### config.mk
export PLATFORM = sky130hd
export DESIGN_NAME = q2e_sqrt
export DESIGN_NICKNAME = d
export VERILOG_FILES = /design/src/sv/q2e_pkg.sv /design/src/sv/q2e_sqrt.sv
export SDC_FILE = /design/constraint.sdc
export NUM_CORES = 2
export LEC_CHECK = 0
export BUFFER_PORTS_ARGS = -buffer_cell sky130_fd_sc_hd__buf_2
export CORE_ASPECT_RATIO = 0.7
export CORE_MARGIN = 10
export CORE_UTILIZATION = 45
export DETAILED_ROUTE_END_ITERATION = 10
export PLACE_DENSITY = 0.63
export SLEW_MARGIN = 40
export SYNTH_ARGS = -nofsm -noshare
export SYNTH_HDL_FRONTEND = slang
export SYNTH_SLANG_ARGS = --single-unit
### constraint.sdc
create_clock -name clk -period 3.7 [get_ports clk]
set_input_delay 0 -clock clk [delete_from_list [all_inputs] [get_ports clk]]
set_output_delay 0 -clock clk [all_outputs]
set_load 0.05 [all_outputs]
### src/sv/q2e_pkg.sv
// Shared types, constants and the arctangent table of the quaternion to Euler unit.
package q2e_pkg;

	localparam int SUM_W = 35;
	localparam int CRD_W = 40;
	localparam int ANG_W = 35;
	localparam int SQ_BITS = 29;
	localparam int REM_W = 57;
	localparam int ROOT_ACC_W = 58;

	localparam logic signed [SUM_W-1:0] ONE_Q28 = SUM_W'(64'sd268435456);
	localparam logic signed [ANG_W-1:0] PI_Q30 = ANG_W'(64'sd3373259426);
	localparam logic [15:0] HALF_PI_Q13 = 16'd12868;
	localparam logic [15:0] PI_Q13 = 16'd25736;

	localparam logic [30:0] ATAN_HEAD [0:10] = '{
		31'd843314856, 31'd497837829, 31'd263043836, 31'd133525158, 31'd67021686,
		31'd33543515, 31'd16775850, 31'd8388437, 31'd4194282, 31'd2097149, 31'd1048575
	};

	typedef struct packed {
		logic signed [SUM_W-1:0] sr;
		logic signed [SUM_W-1:0] cr;
		logic signed [SUM_W-1:0] sy;
		logic signed [SUM_W-1:0] cy;
		logic signed [SUM_W-1:0] sp;
		logic                    sat;
	} q2e_sums_t;

	// floor(atan(2^-i) * 2^30)
	function automatic logic [30:0] atan_q30(input int unsigned i);
		logic [31:0] one;
		one = 32'd1;
		if (i <= 10) begin
			return ATAN_HEAD[i];
		end else if (i <= 30) begin
			return 31'((one << (30 - i)) - one);
		end else begin
			return 31'd0;
		end
	endfunction

endpackage

### src/sv/q2e_sqrt.sv
// Pipelined integer square root, one result bit per stage, with a sideband.
module q2e_sqrt #(
	parameter int SIDE_W = 8
) (
	input  logic                            clk,
	input  logic                            arst_n,
	input  logic                            en,
	input  logic                            vin,
	input  logic [q2e_pkg::REM_W-1:0]       rad,
	input  logic [SIDE_W-1:0]               side_in,
	output logic                            vout,
	output logic [q2e_pkg::SQ_BITS-1:0]     root,
	output logic [SIDE_W-1:0]               side_out
);
	localparam int N = q2e_pkg::SQ_BITS;
	localparam int AW = q2e_pkg::ROOT_ACC_W;

	logic [AW-1:0]     rem_s [0:N];
	logic [AW-1:0]     res_s [0:N];
	logic              v_s   [0:N];
	logic [SIDE_W-1:0] side_s [0:N];

	assign rem_s[0]  = AW'(rad);
	assign res_s[0]  = '0;
	assign v_s[0]    = vin;
	assign side_s[0] = side_in;

	for (genvar j = 0; j < N; j++) begin : g_stage
		localparam logic [AW-1:0] BIT = AW'(1) << (2 * (N - 1 - j));
		logic [AW-1:0] trial;
		logic          take;
		assign trial = res_s[j] + BIT;
		assign take  = rem_s[j] >= trial;

		always_ff @(posedge clk or negedge arst_n) begin
			if (!arst_n) begin
				v_s[j+1] <= 1'b0;
			end else if (en) begin
				v_s[j+1] <= v_s[j];
			end
		end

		always_ff @(posedge clk) begin
			if (en) begin
				rem_s[j+1]  <= take ? rem_s[j] - trial : rem_s[j];
				res_s[j+1]  <= take ? (res_s[j] >> 1) + BIT : res_s[j] >> 1;
				side_s[j+1] <= side_s[j];
			end
		end
	end

	assign vout     = v_s[N];
	assign root     = res_s[N][N-1:0];
	assign side_out = side_s[N];
endmodule

# [Word level (Yosys, flattened, before mapping)]
# Cells that the tools add are included.
[totals] register_bits=3538 wordCells=313 in_bits=69 out_inout_bits=38
[classes] n_addsub=84 order_cmp=29 muxes=57
[op_table] cell="two-way mux 57 bit" n=29
[op_table] cell="greater-or-equal comparator 58 bit" n=28
[op_table] cell="two-way mux 58 bit" n=27
[op_table] cell="subtractor 58 bit" n=27
[op_table] cell="adder 57 x 11 -> 58 bit, second input constant" n=1
[op_table] cell="adder 57 x 13 -> 58 bit, second input constant" n=1
[op_table] cell="adder 57 x 15 -> 58 bit, second input constant" n=1
[op_table] cell="adder 57 x 17 -> 58 bit, second input constant" n=1
[op_table] cell="adder 57 x 19 -> 58 bit, second input constant" n=1
[op_table] cell="adder 57 x 21 -> 58 bit, second input constant" n=1
[op_table] cell="adder 57 x 23 -> 58 bit, second input constant" n=1
[op_table] cell="adder 57 x 25 -> 58 bit, second input constant" n=1
[op_table] cell="adder 57 x 27 -> 58 bit, second input constant" n=1
[op_table] cell="adder 57 x 29 -> 58 bit, second input constant" n=1
[op_table] cell="adder 57 x 3 -> 58 bit, second input constant" n=1
[op_table] cell="adder 57 x 31 -> 58 bit, second input constant" n=1
[op_table] cell="adder 57 x 33 -> 58 bit, second input constant" n=1
[op_table] cell="adder 57 x 35 -> 58 bit, second input constant" n=1
[op_table] cell="adder 57 x 37 -> 58 bit, second input constant" n=1
[op_table] cell="adder 57 x 39 -> 58 bit, second input constant" n=1
[op_table] cell="adder 57 x 41 -> 58 bit, second input constant" n=1
[op_table] cell="adder 57 x 43 -> 58 bit, second input constant" n=1
[op_table] cell="adder 57 x 45 -> 58 bit, second input constant" n=1
[op_table] cell="adder 57 x 47 -> 58 bit, second input constant" n=1
[op_table] cell="other kinds (39)" n=39

# [Logic depth before layout (Yosys ltp)]
[logic_depth] depth_word=3 mapped_depth=14 ltp_nobuf=12

# [Worst setup path after synthesis]
# No wires, ideal clock.
[synth_path] kind="reg2reg" from="register rem_s[438] (netlist name)" to="register rem_s[396] (netlist name), data pin" synth_period_minus_slack_ps=3449 path_slack_ps=251 setup_ps=258 arrival_time_ps=3191 path_buffers=1 required_ps=3442 path_stages_with_launch=11 path_cell_list="edfxtp_1 > ha_1 > clkbuf_1 > nand4_1 > nor4_1 > and4b_1 > a2111o_1 > a2111oi_4 > a211oi_2 > or4b_2 > xnor2_1"
[synth_between] elab_chain_len=2 elab_cells_between_ends=3 classes_between="add/sub (1); order compare (1); mux (1)"
[synth_lines] item="start: declaration" line_no="q2e_sqrt.sv:18" text="logic [AW-1:0] rem_s [0:N];"
[synth_lines] item="start signal: indexed assignment" line_no="q2e_sqrt.sv:45" text="rem_s[j+1] <= take ? rem_s[j] - trial : rem_s[j];"
[synth_lines] item="subtractor 58 bit or greater-or-equal comparator 58 bit (tied branches)" line_no="q2e_sqrt.sv:45, q2e_sqrt.sv:33"
[synth_lines] item="two-way mux 58 bit *" line_no="q2e_sqrt.sv:45"
# Every way passes the cells marked *; elsewhere a longest branch is shown, timed or not.
# A chain may end at the register's enable or synchronous reset.

# [Final worst setup path]
[layout_path] from="register rem_s[784] (netlist name)" to="register rem_s[741] (netlist name), data pin"
# The elaborated chain is that of the path after synthesis.

==> flow_metrics.env <==
export IMPL_synth_edff_count=2291
export IMPL_nets=9562
export IMPL_die_area_um2=257200
export IMPL_drc=0
export IMPL_powerDensity_nw_per_um2=600.7
export IMPL_drv_slew=0
export IMPL_fill_cells=19596
export IMPL_ys_warn_count=0
export IMPL_synthDistinctLibCells=95
export IMPL_drt_iter0_drc=7740
export IMPL_hold_viol=0
export IMPL_hold_path_class="input pin to async pin"
export IMPL_drt_pass1_iter_count=7
export IMPL_criticalPathCategory="flop to flop"
export IMPL_grt_pass1_vias=64945
export IMPL_cp_slowest_cell="o41ai_1"
export IMPL_htreeDepth=4
export IMPL_fmax_mhz=269.5
export IMPL_cp_data_arrival_time_ns=4.36
export IMPL_fin_ws_ns=-0.01020
export IMPL_power_leakage_nw=47.36
export IMPL_cts_max_path_buffers=4
export IMPL_grt_setup_unrepaired="yes"
export IMPL_p_comb_share_pct=22.0
export IMPL_ir_worst_vdd_v=0.0004241
export IMPL_max_stage_delay_ns=0.50
export IMPL_pwr_share_clk_pct=30.8
export IMPL_netSwitchingPower_w=0.02193
export IMPL_crit_start="rem_s[784]"
export IMPL_insertion_delay_ns=0.91
export IMPL_fin_util_pct=52.98
export IMPL_syn_avg_cell_area_um2=13.15
export IMPL_hpwlAfterDp_um=200700
export IMPL_vias=69375
export IMPL_startpoint_type="flop"
export IMPL_drtAntennaViolNets=0
export IMPL_chipWidth_um=601.9
export IMPL_synth_ff_type="edfxtp_1"
export IMPL_place_area_um2=115500
export IMPL_grt_use_total_pct=20.16
export IMPL_grt_pass1_wl_um=404100
export IMPL_tns_ns=-0.01020
export IMPL_worstReg2RegStart="rem_s[784]"
export IMPL_maxCapViolations=0
export IMPL_maxSlewHeadroom_pct=42.19
export IMPL_antenna_found_initial=12
export IMPL_synth_commonest_cells="2291 x edfxtp_1, 554 x inv_1, 550 x nand2_1"
export IMPL_synth_seq_area_share_pct=65.18
export IMPL_crit_chain="ha_1 > and3_1 > a21boi_0 > o21ai_0 > a211oi_2 > o211ai_1 > o41ai_1 > a211o_1 > nor3_1 > xor2_1"
export IMPL_period_share_pct=100.3
export IMPL_cp_required_ns=4.35
export IMPL_post_place_ws_ns=-0.4681
export IMPL_synth_area_leaders="edfxtp_1 65%, ha_1 5.4%, xnor2_1 3.2%"
export IMPL_seq_power_share_pct=47.2
export IMPL_worstMarginPinSlew_ns=0.8593
export IMPL_reg2reg_to="rem_s[741]"
export IMPL_violations="setup timing"
export IMPL_grt_max_degree=109
export IMPL_crit_cells=10
export IMPL_cts_inserted_buffers=229
export IMPL_switching_share_pct=29.24
export IMPL_place_congestion=0.9625
export IMPL_root_buffer="clkbuf_16"
export IMPL_wirelength_um=270200
export IMPL_area_growth_pct=17.05
export IMPL_rows=149
export IMPL_synth_top_area_share_pct=64.50
export IMPL_start_util_pct=45.26
export IMPL_clkSinkCount=2320
export IMPL_clk_pin_slew_ns=0.07
export IMPL_cts_tree="done"
export IMPL_drt_vias_per_instance=5.604
export IMPL_async_flop_share_pct=1.250
export IMPL_ys_seq_elements=2320
export IMPL_wl_per_cell_um=21.83
export IMPL_hold_slack_ns=0.1153
export IMPL_setup_worst_path_end="rem_s[741]"
export IMPL_die_h_um=427.3
export IMPL_synth_cells=8114
export IMPL_grt_overflow=0
export IMPL_reg2reg_slack_ns=-0.01
export IMPL_end_kind="flop"
export IMPL_path_delay_family="compound AO/OA/AOI/OAI gates"
export IMPL_io_buffers=106
export IMPL_stdcell_area_um2=124800
export IMPL_drive_gt1_share_pct=14.02
export IMPL_crit_buf_inv=0
export IMPL_p_int_w=0.05307
export IMPL_synth_top_area_cell="edfxtp_1"
export IMPL_netlist_area_um2=106700
export IMPL_cp_max_fo=6
export IMPL_synthMostInstantiatedCell="edfxtp_1"
export IMPL_core_area_um2=235600
export IMPL_finClkSkew_ns=0.07596
export IMPL_r2r_cells=10
export IMPL_num_io_pins=107
export IMPL_status="finished, violations left"
export IMPL_post_route_min_period_ns=3.710
export IMPL_setup_viol=1
## repair_timing
item,CTS,global route
buffers inserted,2,11
cloned,1,2
pin swaps,6,14
endpoints found under the hold margin,1112,0
hold buffers,137,0
gates resized for setup,19,92
endpoints found under the setup margin,60,229
## sequential cells by signal, summed over array words and instances, names as in the netlist
name / flops
vout: 1
root: 29
side_out: 8
res_s: 406
v_s: 28
rem_s: 1624
side_s: 224
## kinds of logic after synthesis
logic type / count (synthesis) / share of synthesized area (%)
other: 1 / 0.003516
buffers and inverters: 713 / 2.585
XOR/XNOR: 706 / 5.797
adder cells (fa/ha/maj): 460 / 5.396
AO/OA/AOI/OAI: 1503 / 8.783
flip-flops: 2320 / 65.18
multiplexers: 105 / 1.112
AND/OR/NAND/NOR: 2306 / 11.14
## metrics by stage
stage | cells | power (W)
floorplan | 8115 | 0.04483
CTS | 12365 | 0.07491
detailed placement | 11820 | 0.05151
finish | 12380 | 0.07500
global route | 12378 | 0.07832
global placement | 11818 | 0.05120
## worst min-delay path by stage
stage / start / slack [ns] / endpoint / cells after the start
floorplan: arst_n / -0.30 / v_s[10] / 0
global placement: arst_n / 0.03 / vout / 1
detailed placement: arst_n / 0.05 / vout / 1
CTS: arst_n / 0.02 / v_s[1] / 4
global route: en / 0.1 / side_s[187] / 2
finish: arst_n / 0.12 / v_s[1] / 4
## power groups by stage
| stage | Sequential [W] | Clock [W] | Combinational, W |
|---|---|---|---|
| finish | 0.0354 | 0.0231 | 0.0165 |
| global route | 0.0357 | 0.0246 | 0.0180 |
| CTS | 0.0354 | 0.0236 | 0.0160 |
| detailed placement | 0.0358 | 0 | 0.0157 |
| global placement | 0.0358 | 0 | 0.0154 |
| floorplan | 0.0349 | 0 | 0.00992 |
## cell usage in the layout (no fill, tap or decap), types with 44 or more instances in the layout
master / instances
nor2b_1: 65
ha_1: 457
clkbuf_16: 233
edfxtp_1: 2291
nand2_1: 548
buf_2: 105
or3_1: 67
o21ai_0: 375
xor2_1: 321
inv_1: 554
nand4_1: 124
dlygate4sd3_1: 136
nor3_1: 196
nor2_1: 488
nor4_1: 252
a211oi_1: 44
mux2_2: 88
nand2b_1: 96
buf_4: 549
o21a_1: 94
xnor2_1: 383
a21oi_1: 467
nand3_1: 129
clkinv_2: 49
a21o_1: 181
## tightest hold or removal path, stage by stage
cell and delay [ns]:
dlygate4sd3_1 0.52, dlygate4sd3_1 0.53, buf_2 0.12, buf_12 0.18
## per-layer routing
layer | share of wire, % | track usage (%) | wire length [um]
met2 | 36 | 24.55 | 96400
met4 | 1.6 | 3.545 | 4216
met5 | 0.082 | 0 | 222
met3 | 11 | 6.512 | 31030
met1 | 51 | 33.95 | 138300
## final cells by class
type                       instances  area [um2]  share of cell area [%]
antenna                            2       5.005                0.004009
clock inverter                   138        1346                   1.078
sequential                      2320       69520                   55.69
multi-input combinational       5082       34920                   27.97
clock buffer                     267        5936                   4.754
tap                             3171        3968                   3.178
inverter                         557        2091                   1.675
timing repair buffer             843        7058                   5.653
Note: power is estimated with default switching activity, not from simulation.
